[config.mk]
export PLATFORM = sky130hd
export DESIGN_NAME = axis_deadzone_saturation_scaler_unit_flat
export DESIGN_NICKNAME = d
export VERILOG_FILES = /design/src/rtl/core/adss_pkg.sv /design/src/rtl/core/adss_if.sv /design/src/rtl/core/adss_front.sv /design/src/rtl/core/adss_queue.sv /design/src/rtl/core/adss_back.sv /design/src/rtl/core/axis_deadzone_saturation_scaler_unit.sv /design/src/flat_wrapper.sv
export VERILOG_INCLUDE_DIRS = /design/src /design/src/rtl/core
export SDC_FILE = /design/constraint.sdc
export NUM_CORES = 2
export LEC_CHECK = 0
export ABC_AREA = 0
export ABC_CLOCK_PERIOD_IN_PS = 9500
export BUFFER_PORTS_ARGS = -buffer_cell sky130_fd_sc_hd__clkbuf_2
export CAP_MARGIN = 40
export CELL_PAD_IN_SITES_DETAIL_PLACEMENT = 0
export CELL_PAD_IN_SITES_GLOBAL_PLACEMENT = 1
export CORE_UTILIZATION = 52
export CTS_BUF_LIST = sky130_fd_sc_hd__clkbuf_8
export CTS_CLUSTER_DIAMETER = 150
export CTS_CLUSTER_SIZE = 12
export DETAILED_ROUTE_END_ITERATION = 16
export HOLD_SLACK_MARGIN = 0.06
export PLACE_DENSITY_LB_ADDON = 0.1
export SETUP_SLACK_MARGIN = 0.02
export SLEW_MARGIN = 25
export SYNTH_ARGS = -nofsm -noshare
export SYNTH_HDL_FRONTEND = slang
export SYNTH_SLANG_ARGS = --single-unit
[constraint.sdc]
create_clock -name i_clk -period 9.5 [get_ports i_clk]
set_input_delay 0.475 -clock i_clk [delete_from_list [all_inputs] [get_ports i_clk]]
set_output_delay 0.475 -clock i_clk [all_outputs]
set_load 0.05 [all_outputs]
[src/rtl/core/axis_deadzone_saturation_scaler_unit_assert.svh]
// Assertion macros used by the axis scaler back end.
`ifndef AXIS_DEADZONE_SATURATION_SCALER_UNIT_ASSERT_SVH
`define AXIS_DEADZONE_SATURATION_SCALER_UNIT_ASSERT_SVH

// Condition holds in the same cycle as the trigger.
`define ADSS_ASSERT_NOW(label, clk, rst_n, trig, cond) \
    label: assert property (@(posedge clk) disable iff (!rst_n) (trig) |-> (cond)) \
        else $error("adss assertion failed");

// Condition holds in the cycle after the trigger.
`define ADSS_ASSERT_NEXT(label, clk, rst_n, trig, cond) \
    label: assert property (@(posedge clk) disable iff (!rst_n) (trig) |=> (cond)) \
        else $error("adss assertion failed");

`endif

[src/rtl/core/adss_pkg.sv]
// Package: types, constants and register codes of the axis scaler.
`default_nettype none
package adss_pkg;

    localparam int unsigned QUEUE_DEPTH = 2;
    localparam int unsigned DIV_STEPS   = 48;
    localparam int unsigned CNT_W       = $clog2(DIV_STEPS);
    localparam int unsigned CFG_IDX_W   = 4;

    localparam logic [CFG_IDX_W-1:0] REG_DEAD_CUT_POS = 4'd0;
    localparam logic [CFG_IDX_W-1:0] REG_DEAD_CUT_NEG = 4'd1;
    localparam logic [CFG_IDX_W-1:0] REG_SAT_CUT_POS  = 4'd2;
    localparam logic [CFG_IDX_W-1:0] REG_SAT_CUT_NEG  = 4'd3;
    localparam logic [CFG_IDX_W-1:0] REG_OUT_MIN      = 4'd4;
    localparam logic [CFG_IDX_W-1:0] REG_OUT_MAX      = 4'd5;
    localparam logic [CFG_IDX_W-1:0] REG_OUT_NEUTRAL  = 4'd6;
    localparam logic [CFG_IDX_W-1:0] REG_EVENT_ENABLE = 4'd7;

    typedef enum logic [1:0] {
        K_NEUTRAL,
        K_MAX,
        K_MIN,
        K_MAP
    } t_kind;

    typedef enum logic [1:0] {
        ST_IDLE,
        ST_MUL,
        ST_DIV,
        ST_SUM
    } t_state;

    // Classified sample: for a mapped sample, displacement and band width
    // are both positive magnitudes.
    typedef struct packed {
        t_kind       kind;
        logic        side_neg;
        logic [15:0] disp;
        logic [15:0] span_in;
    } t_item;

    typedef struct packed {
        logic [14:0]        dead_cut_pos;
        logic signed [15:0] dead_cut_neg;
        logic [14:0]        sat_cut_pos;
        logic signed [15:0] sat_cut_neg;
        logic signed [31:0] out_min;
        logic signed [31:0] out_max;
        logic signed [31:0] out_neutral;
        logic               event_enable;
    } t_cfg;

endpackage
`default_nettype wire

[src/rtl/core/adss_if.sv]
// Channel interfaces: sample input, result output and register write.
`default_nettype none
interface adss_sample_if;
    logic               valid;
    logic               ready;
    logic signed [15:0] raw_sample;

    modport source (output valid, output raw_sample, input ready);
    modport sink   (input valid, input raw_sample, output ready);
endinterface

interface adss_result_if;
    logic               valid;
    logic               ready;
    logic signed [31:0] scaled_value;
    logic               value_changed;
    logic               event_raised;

    modport source (output valid, output scaled_value, output value_changed,
                    output event_raised, input ready);
    modport sink   (input valid, input scaled_value, input value_changed,
                    input event_raised, output ready);
endinterface

interface adss_cfg_if;
    logic                              valid;
    logic                              ready;
    logic [adss_pkg::CFG_IDX_W-1:0]    reg_index;
    logic [31:0]                       reg_data;

    modport source (output valid, output reg_index, output reg_data, input ready);
    modport sink   (input valid, input reg_index, input reg_data, output ready);
endinterface
`default_nettype wire

[src/rtl/core/adss_front.sv]
// Front end: accept samples, classify them against the cutoffs, register the result.
`default_nettype none
module adss_front (
    input  wire logic           i_clk,
    input  wire logic           i_rst_n,
    input  wire adss_pkg::t_cfg i_cfg,
    adss_sample_if.sink         i_sample,
    output logic                o_item_valid,
    output adss_pkg::t_item     o_item,
    input  wire logic           i_item_ready
);

    logic            r_valid;
    adss_pkg::t_item r_item;
    adss_pkg::t_item n_item;

    logic signed [16:0] x;
    logic signed [16:0] dcp;
    logic signed [16:0] dcn;
    logic signed [16:0] scp;
    logic signed [16:0] scn;
    logic signed [16:0] disp_pos;
    logic signed [16:0] disp_neg;
    logic signed [16:0] span_pos;
    logic signed [16:0] span_neg;

    assign x   = 17'(i_sample.raw_sample);
    assign dcp = $signed({2'b00, i_cfg.dead_cut_pos});
    assign scp = $signed({2'b00, i_cfg.sat_cut_pos});
    assign dcn = 17'(i_cfg.dead_cut_neg);
    assign scn = 17'(i_cfg.sat_cut_neg);

    assign disp_pos = x - dcp;
    assign span_pos = scp - dcp;
    assign disp_neg = dcn - x;
    assign span_neg = dcn - scn;

    // Zero goes with the negative side; it lands in the deadzone when the negative deadzone cutoff is not above zero.
    always_comb begin
        n_item.side_neg = (x <= 17'sd0);
        n_item.disp     = n_item.side_neg ? disp_neg[15:0] : disp_pos[15:0];
        n_item.span_in  = n_item.side_neg ? span_neg[15:0] : span_pos[15:0];
        if (!n_item.side_neg) begin
            if (x <= dcp)      n_item.kind = adss_pkg::K_NEUTRAL;
            else if (x >= scp) n_item.kind = adss_pkg::K_MAX;
            else               n_item.kind = adss_pkg::K_MAP;
        end else begin
            if (x >= dcn)      n_item.kind = adss_pkg::K_NEUTRAL;
            else if (x <= scn) n_item.kind = adss_pkg::K_MIN;
            else               n_item.kind = adss_pkg::K_MAP;
        end
    end

    assign i_sample.ready = !r_valid || i_item_ready;
    assign o_item_valid   = r_valid;
    assign o_item         = r_item;

    always_ff @(posedge i_clk) begin
        if (!i_rst_n) begin
            r_valid <= 1'b0;
        end else if (i_sample.ready) begin
            r_valid <= i_sample.valid;
        end
    end

    always_ff @(posedge i_clk) begin
        if (i_sample.valid && i_sample.ready) begin
            r_item <= n_item;
        end
    end

endmodule
`default_nettype wire

[src/rtl/core/adss_queue.sv]
// Short FIFO of classified samples between front end and back end.
`default_nettype none
module adss_queue #(
    parameter int unsigned DEPTH = adss_pkg::QUEUE_DEPTH
) (
    input  wire logic            i_clk,
    input  wire logic            i_rst_n,
    input  wire logic            i_push_valid,
    input  wire adss_pkg::t_item i_push_item,
    output logic                 o_push_ready,
    output logic                 o_pop_valid,
    output adss_pkg::t_item      o_pop_item,
    input  wire logic            i_pop
);

    localparam int unsigned PTR_W = (DEPTH > 1) ? $clog2(DEPTH) : 1;
    localparam int unsigned CNT_W = $clog2(DEPTH + 1);

    adss_pkg::t_item mem [DEPTH];

    logic [PTR_W-1:0] r_wr_ptr;
    logic [PTR_W-1:0] r_rd_ptr;
    logic [CNT_W-1:0] r_count;
    logic             push;
    logic             pop;

    assign o_push_ready = (r_count != CNT_W'(DEPTH));
    assign o_pop_valid  = (r_count != '0);
    assign o_pop_item   = mem[r_rd_ptr];
    assign push         = i_push_valid && o_push_ready;
    assign pop          = i_pop && o_pop_valid;

    function automatic logic [PTR_W-1:0] wrap_inc(input logic [PTR_W-1:0] p);
        return (p == PTR_W'(DEPTH - 1)) ? '0 : p + 1'b1;
    endfunction

    always_ff @(posedge i_clk) begin
        if (!i_rst_n) begin
            r_wr_ptr <= '0;
            r_rd_ptr <= '0;
            r_count  <= '0;
        end else begin
            if (push) r_wr_ptr <= wrap_inc(r_wr_ptr);
            if (pop)  r_rd_ptr <= wrap_inc(r_rd_ptr);
            if (push && !pop)      r_count <= r_count + 1'b1;
            else if (pop && !push) r_count <= r_count - 1'b1;
        end
    end

    always_ff @(posedge i_clk) begin
        if (push) begin
            mem[r_wr_ptr] <= i_push_item;
        end
    end

endmodule
`default_nettype wire

[src/rtl/core/adss_back.sv]
// Back end: multiply, bit-serial divide, offset, change tracking and result register.
`default_nettype none
`include "axis_deadzone_saturation_scaler_unit_assert.svh"
module adss_back (
    input  wire logic            i_clk,
    input  wire logic            i_rst_n,
    input  wire adss_pkg::t_cfg  i_cfg,
    input  wire logic            i_q_valid,
    input  wire adss_pkg::t_item i_q_item,
    output logic                 o_q_pop,
    adss_result_if.source        o_result
);

    adss_pkg::t_state r_state;
    adss_pkg::t_state n_state;

    logic [15:0]                  r_disp;
    logic [15:0]                  r_div;
    logic [32:0]                  r_span_mag;
    logic                         r_neg;
    logic [47:0]                  r_quo;
    logic [15:0]                  r_rem;
    logic [adss_pkg::CNT_W-1:0]   r_cnt;

    logic                         r_out_valid;
    logic [31:0]                  r_value;
    logic                         r_changed;
    logic                         r_event;
    logic [31:0]                  r_last;

    logic        out_free;
    logic        load_map;
    logic        produce;
    logic [31:0] y;
    logic [32:0] span_out;
    logic [48:0] product;
    logic [16:0] trial;
    logic        trial_ge;
    logic [31:0] q_signed;

    assign out_free = !r_out_valid || o_result.ready;

    assign span_out = i_q_item.side_neg
                    ? (33'(i_cfg.out_min) - 33'(i_cfg.out_neutral))
                    : (33'(i_cfg.out_max) - 33'(i_cfg.out_neutral));
    assign product  = 49'(r_disp) * 49'(r_span_mag);
    assign trial    = {r_rem, r_quo[47]};
    assign trial_ge = (trial >= {1'b0, r_div});
    assign q_signed = r_neg ? (32'd0 - r_quo[31:0]) : r_quo[31:0];

    always_comb begin
        n_state = r_state;
        unique case (r_state)
            adss_pkg::ST_IDLE: begin
                if (i_q_valid && (i_q_item.kind == adss_pkg::K_MAP)) n_state = adss_pkg::ST_MUL;
            end
            adss_pkg::ST_MUL: n_state = adss_pkg::ST_DIV;
            adss_pkg::ST_DIV: begin
                if (r_cnt == '0) n_state = adss_pkg::ST_SUM;
            end
            adss_pkg::ST_SUM: begin
                if (out_free) n_state = adss_pkg::ST_IDLE;
            end
            default: n_state = adss_pkg::ST_IDLE;
        endcase
    end

    always_comb begin
        o_q_pop  = 1'b0;
        load_map = 1'b0;
        produce  = 1'b0;
        y        = i_cfg.out_neutral;
        unique case (r_state)
            adss_pkg::ST_IDLE: begin
                if (i_q_valid) begin
                    case (i_q_item.kind)
                        adss_pkg::K_MAP: begin
                            o_q_pop  = 1'b1;
                            load_map = 1'b1;
                        end
                        adss_pkg::K_MAX: begin
                            o_q_pop = out_free;
                            produce = out_free;
                            y       = i_cfg.out_max;
                        end
                        adss_pkg::K_MIN: begin
                            o_q_pop = out_free;
                            produce = out_free;
                            y       = i_cfg.out_min;
                        end
                        default: begin
                            o_q_pop = out_free;
                            produce = out_free;
                        end
                    endcase
                end
            end
            adss_pkg::ST_SUM: begin
                produce = out_free;
                y       = i_cfg.out_neutral + q_signed;
            end
            default: ;
        endcase
    end

    always_ff @(posedge i_clk) begin
        if (!i_rst_n) begin
            r_state <= adss_pkg::ST_IDLE;
        end else begin
            r_state <= n_state;
        end
    end

    // Sign-magnitude datapath: quotient of magnitudes truncates toward zero.
    always_ff @(posedge i_clk) begin
        if (load_map) begin
            r_disp     <= i_q_item.disp;
            r_div      <= i_q_item.span_in;
            r_neg      <= span_out[32];
            r_span_mag <= span_out[32] ? (33'd0 - span_out) : span_out;
        end
        if (r_state == adss_pkg::ST_MUL) begin
            r_quo <= product[47:0];
            r_rem <= '0;
            r_cnt <= adss_pkg::CNT_W'(adss_pkg::DIV_STEPS - 1);
        end
        if (r_state == adss_pkg::ST_DIV) begin
            r_quo <= {r_quo[46:0], trial_ge};
            r_rem <= trial_ge ? 16'(trial - {1'b0, r_div}) : trial[15:0];
            r_cnt <= r_cnt - 1'b1;
        end
    end

    always_ff @(posedge i_clk) begin
        if (!i_rst_n) begin
            r_out_valid <= 1'b0;
            r_last      <= '0;
        end else if (produce) begin
            r_out_valid <= 1'b1;
            r_last      <= y;
        end else if (o_result.ready) begin
            r_out_valid <= 1'b0;
        end
    end

    always_ff @(posedge i_clk) begin
        if (produce) begin
            r_value   <= y;
            r_changed <= (y != r_last);
            r_event   <= (y != r_last) && i_cfg.event_enable;
        end
    end

    assign o_result.valid         = r_out_valid;
    assign o_result.scaled_value  = r_value;
    assign o_result.value_changed = r_changed;
    assign o_result.event_raised  = r_event;

    `ADSS_ASSERT_NOW(a_div_nonzero, i_clk, i_rst_n, r_state == adss_pkg::ST_DIV, r_div != '0)
    `ADSS_ASSERT_NOW(a_rem_below_div, i_clk, i_rst_n, r_state == adss_pkg::ST_DIV, r_rem < r_div)
    `ADSS_ASSERT_NOW(a_quo_fits, i_clk, i_rst_n, r_state == adss_pkg::ST_SUM, r_quo[47:33] == '0)
    `ADSS_ASSERT_NEXT(a_last_tracks, i_clk, i_rst_n, produce, r_last == r_value)

endmodule
`default_nettype wire

[src/rtl/core/axis_deadzone_saturation_scaler_unit.sv]
// Top level of the axis deadzone, saturation and range scaler.
//
//  channel   dir  handshake    payload
//  i_sample  in   valid/ready  raw_sample[15:0] signed
//  o_result  out  valid/ready  scaled_value[31:0] signed, value_changed, event_raised
//  i_cfg     in   valid/ready  reg_index[3:0], reg_data[31:0]; ready always high
//
// A deadzone or saturated sample passes through the front-end register, the queue and
// the output register. A sample in the mapped band also runs the MUL, DIV and SUM states,
// with the 48-step one-bit-per-cycle divider; the back end handles one sample at a time.
// The front end and a two-entry queue keep taking samples while the back end works.
// Reset is synchronous and active low; it loads the register defaults and clears
// the last value. A stalled result holds in the output register and backs up the queue.
`default_nettype none
module axis_deadzone_saturation_scaler_unit #(
    parameter int unsigned QUEUE_DEPTH = adss_pkg::QUEUE_DEPTH
) (
    input  wire logic     i_clk,
    input  wire logic     i_rst_n,
    adss_sample_if.sink   i_sample,
    adss_result_if.source o_result,
    adss_cfg_if.sink      i_cfg
);

    adss_pkg::t_cfg  r_cfg;
    logic            front_valid;
    adss_pkg::t_item front_item;
    logic            front_ready;
    logic            q_valid;
    adss_pkg::t_item q_item;
    logic            q_pop;

    assign i_cfg.ready = 1'b1;

    // Writes past the register list drop.
    always_ff @(posedge i_clk) begin
        if (!i_rst_n) begin
            r_cfg.dead_cut_pos <= 15'd0;
            r_cfg.dead_cut_neg <= 16'sd0;
            r_cfg.sat_cut_pos  <= 15'd32767;
            r_cfg.sat_cut_neg  <= -16'sd32768;
            r_cfg.out_min      <= -32'sd32768;
            r_cfg.out_max      <= 32'sd32767;
            r_cfg.out_neutral  <= 32'sd0;
            r_cfg.event_enable <= 1'b1;
        end else if (i_cfg.valid) begin
            unique case (i_cfg.reg_index)
                adss_pkg::REG_DEAD_CUT_POS: r_cfg.dead_cut_pos <= i_cfg.reg_data[14:0];
                adss_pkg::REG_DEAD_CUT_NEG: r_cfg.dead_cut_neg <= i_cfg.reg_data[15:0];
                adss_pkg::REG_SAT_CUT_POS:  r_cfg.sat_cut_pos  <= i_cfg.reg_data[14:0];
                adss_pkg::REG_SAT_CUT_NEG:  r_cfg.sat_cut_neg  <= i_cfg.reg_data[15:0];
                adss_pkg::REG_OUT_MIN:      r_cfg.out_min      <= i_cfg.reg_data;
                adss_pkg::REG_OUT_MAX:      r_cfg.out_max      <= i_cfg.reg_data;
                adss_pkg::REG_OUT_NEUTRAL:  r_cfg.out_neutral  <= i_cfg.reg_data;
                adss_pkg::REG_EVENT_ENABLE: r_cfg.event_enable <= i_cfg.reg_data[0];
                default: ;
            endcase
        end
    end

    adss_front u_front (
        .i_clk        (i_clk),
        .i_rst_n      (i_rst_n),
        .i_cfg        (r_cfg),
        .i_sample     (i_sample),
        .o_item_valid (front_valid),
        .o_item       (front_item),
        .i_item_ready (front_ready)
    );

    adss_queue #(
        .DEPTH (QUEUE_DEPTH)
    ) u_queue (
        .i_clk        (i_clk),
        .i_rst_n      (i_rst_n),
        .i_push_valid (front_valid),
        .i_push_item  (front_item),
        .o_push_ready (front_ready),
        .o_pop_valid  (q_valid),
        .o_pop_item   (q_item),
        .i_pop        (q_pop)
    );

    adss_back u_back (
        .i_clk     (i_clk),
        .i_rst_n   (i_rst_n),
        .i_cfg     (r_cfg),
        .i_q_valid (q_valid),
        .i_q_item  (q_item),
        .o_q_pop   (q_pop),
        .o_result  (o_result)
    );

endmodule
`default_nettype wire
[src/flat_wrapper.sv]
// flat-port wrapper written by rule: the top's interface ports become plain ports
module axis_deadzone_saturation_scaler_unit_flat 
#(
    parameter int unsigned QUEUE_DEPTH = adss_pkg::QUEUE_DEPTH
)
  (i_clk, i_rst_n, i_sample_valid, i_sample_raw_sample, i_sample_ready, o_result_valid, o_result_scaled_value, o_result_value_changed, o_result_event_raised, o_result_ready, i_cfg_valid, i_cfg_reg_index, i_cfg_reg_data, i_cfg_ready);
  adss_sample_if i_sample_i ();
  adss_result_if o_result_i ();
  adss_cfg_if i_cfg_i ();
  input  wire logic i_clk;
  input  wire logic i_rst_n;
  input wire logic [$bits(i_sample_i.valid)-1:0] i_sample_valid;
  input wire logic [$bits(i_sample_i.raw_sample)-1:0] i_sample_raw_sample;
  output wire logic [$bits(i_sample_i.ready)-1:0] i_sample_ready;
  output wire logic [$bits(o_result_i.valid)-1:0] o_result_valid;
  output wire logic [$bits(o_result_i.scaled_value)-1:0] o_result_scaled_value;
  output wire logic [$bits(o_result_i.value_changed)-1:0] o_result_value_changed;
  output wire logic [$bits(o_result_i.event_raised)-1:0] o_result_event_raised;
  input wire logic [$bits(o_result_i.ready)-1:0] o_result_ready;
  input wire logic [$bits(i_cfg_i.valid)-1:0] i_cfg_valid;
  input wire logic [$bits(i_cfg_i.reg_index)-1:0] i_cfg_reg_index;
  input wire logic [$bits(i_cfg_i.reg_data)-1:0] i_cfg_reg_data;
  output wire logic [$bits(i_cfg_i.ready)-1:0] i_cfg_ready;
  assign i_sample_i.valid = i_sample_valid;
  assign i_sample_i.raw_sample = i_sample_raw_sample;
  assign i_sample_ready = i_sample_i.ready;
  assign o_result_valid = o_result_i.valid;
  assign o_result_scaled_value = o_result_i.scaled_value;
  assign o_result_value_changed = o_result_i.value_changed;
  assign o_result_event_raised = o_result_i.event_raised;
  assign o_result_i.ready = o_result_ready;
  assign i_cfg_i.valid = i_cfg_valid;
  assign i_cfg_i.reg_index = i_cfg_reg_index;
  assign i_cfg_i.reg_data = i_cfg_reg_data;
  assign i_cfg_ready = i_cfg_i.ready;
  axis_deadzone_saturation_scaler_unit #(.QUEUE_DEPTH(QUEUE_DEPTH)) u_core (.i_clk(i_clk), .i_rst_n(i_rst_n), .i_sample(i_sample_i), .o_result(o_result_i), .i_cfg(i_cfg_i));
endmodule
==> run metrics <==
Post-Place Worst Slack between 1500 and 2000 ps; sequential standard cell area 12300 sq um; Post-route DRC 0; CP startpoint kind flip-flop; Placer Congestion 0.959; Longest Clk Path Bufs 3; final hold violation count 0; initial antenna violation count 3; first-pass GRT wire length 205000 um; Worst path most repeated cell fa_1; hold_ws 133 ps; Die Y ~300 um; area of the multi-input gates 29200 sq um; Layout area overhead 5.84%; CTS root buf clkbuf_8; post_cts resized 0; Yosys Warn Count 0; Setup Skew around 42 ps; CTS Buf Count 45; IO Pins 94; Die X between 200 and 300 um; pin count of the biggest net entering global routing 91; Max Slew Vio Count 0; #FFs+latches synth 475; Fillers roughly 8000; RSZ-0062 raised after global routing no; Fin Setup TNS 0 ps; Max Cap Violations 0; commonest non-fill, non-tap cell in the layout nand2_1; run status finished, final reports clean; setup repair bufs after CTS 0; gr ovfl total 0; Cell Area, Synth 44900 sq um; DPL Wire Length a little over 100000 um; Final nets approximately 5800; CP Depth 25; most frequent cells in the layout nand2_1, inv_1, fa_1, a21oi_1, ha_1; CP required roughly 9900 ps; min-delay src i_sample_valid; number of buffers and inverters on the critical path 6; Yosys cell types 99; CP top delay family adder cells; Synth Net Count 5793; predominant post-synthesis flop cell edfxtp_1; clock slew at reported path FFs 90 ps; Post-CTS Hold Buffers 16; Max Freq 0.127 GHz; Worst Path Max Fanout 19; 1st-iter DRT viols 2608; H-tree Lvls 2; final worst setup slack between 1500 and 2000 ps; Post-synth EDFFs between 200 and 300; Worst Setup End Kind flip-flop; Least-Margin Pin Slew ~1000 ps; Reg-to-Reg Start u_core.u_back.r_disp[6]; Core Area 85300 sq um; wire length per cell 21.5 um; Slowest cell on crit path edfxtp_1; Slew headroom 33.4%; Hold Crit Class in2reg; Post-synth ARST share 0%; Total GRT Usage 30.6%; Initial Util 52.6%; Tmin final between 7000 and 8000 ps; Avg Inst Size Synth approximately 9 sq um; num rows 107; DRT Wirelength about 130000 um; CTS tree yes; final setup fails 0; TritonRoute pass-1 iters 5; sequential area share after synthesis 27.3%; Buffers on Ports 92; sinks on the clock net around 480; layout cells sized above 1 between 6 and 7%; period utilization 82.9%; Reg2Reg Depth 25; CP startpoint u_core.u_back.r_disp[6]; Syn Inst Count 4999; vias in the first global route approximately 34000; crit-path max cell delay 730 ps; Clk Latency, worst-skew pair 690 ps; via count around 35000; drt via density 5.71; total die area 87400 sq um; CP Class reg2reg; WP data arrival 8300 ps; Hold Crit Depth 3; antenna-violating nets left 0
tightest hold or removal path, cell delays in order:
cell and delay [ps]:
clkbuf_2 140, inv_1 70, a21oi_1 50
metal layers:
| metal | up-vias | global-route usage, % | share of wire (%) |
|---|---|---|---|
| met3 | 175 | 3.45 | 5.6 |
| met2 | 994 | 47.5 | 44 |
| li1 | 16590 | - | - |
| met1 | 17463 | 45.2 | 47 |
| met5 | - | 0 | 0.014 |
| met4 | 2 | 8.24 | 2.7 |
final cells by class:
| type | instances | share of cell area (%) |
|---|---|---|
| timing repair buffer | 177 | 2.72 |
| sequential | 475 | 25.8 |
| tap | 1144 | 3.02 |
| clock buffer | 45 | 1.30 |
| inverter | 680 | 5.38 |
| multi-input combinational | 3613 | 61.5 |
| clock inverter | 29 | 0.285 |
| antenna | 1 | 0.00527 |
through the flow:
step	instance area (sq um)	util (%)	std cells
final	47500	55.7	6164
after global routing	47500	55.7	6164
after CTS	47400	55.6	6161
after detailed placement	46500	54.5	6071
after global placement	46300	54.3	6056
after floorplan	44900	-	4999
sequential cells by signal, indices dropped and copies added (netlist names), 2 cells and up, named ones only:
register,cells
u_core.r_cfg,159
u_core.u_back.o_result.scaled_value,32
u_core.u_back.r_cnt,6
u_core.u_back.r_disp,16
u_core.u_back.r_div,16
u_core.u_back.r_last,32
u_core.u_back.r_quo,48
u_core.u_back.r_rem,16
u_core.u_back.r_span_mag,33
u_core.u_back.r_state,2
u_core.u_front.o_item,35
u_core.u_queue.mem,70
u_core.u_queue.r_count,2
worst paths after layout:
kind                                                     to  slack (ps)
worst max-delay path                u_core.u_back.r_quo[44]        1620
worst min-delay path            u_core.u_front.o_item_valid         130
worst max register to register      u_core.u_back.r_quo[44]        1620
worst min register to register    u_core.u_queue.mem[1][26]         450
cells by family after synthesis:
| kind of cell | Yosys count | synth area share [%] |
|---|---|---|
| adder cells (fa/ha/maj) | 737 | 27.9 |
| flip-flops | 475 | 27.3 |
| XOR/XNOR | 213 | 4.16 |
| buffers and inverters | 911 | 7.80 |
| AO/OA/AOI/OAI | 929 | 13.3 |
| other | 1 | 0.00836 |
| multiplexers | 104 | 2.52 |
| AND/OR/NAND/NOR | 1629 | 16.9 |
cell usage after synthesis (13+ instances only):
master    count  share of area (%)
nand2_1     830                6.9
inv_1       676                5.7
fa_1        438                 20
a21oi_1     304                3.4
ha_1        299                8.3
edfxtp_1    275                 18
and2_1      226                3.2
clkbuf_1    208                1.7
dfxtp_1     200                8.9
nor2_1      185                1.5
o21ai_0     172                1.9
xnor2_1     135                2.6
nand3_1      95                1.1
xor2_1       78                1.5
a21o_1       72                1.2
mux2_2       72                1.8
nor3_1       48               0.54
a211oi_1     43               0.72
nand4_1      39               0.54
o211ai_1     38               0.64
nand2b_1     37               0.52
nor2b_1      35               0.49
mux2i_1      32               0.71
o21a_1       32               0.54
or3_1        31               0.43
a22oi_1      25               0.42
a31oi_1      25               0.35
o31ai_1      25               0.42
a21boi_0     22               0.37
and3_1       21               0.29
o22ai_1      19               0.27
nor4_1       17               0.24
o21bai_1     15               0.25
o41ai_1      14               0.27
a211o_1      13               0.25
Power is not shown: default switching activity piles up to over one toggle a cycle in this logic, so the estimate is an artifact.
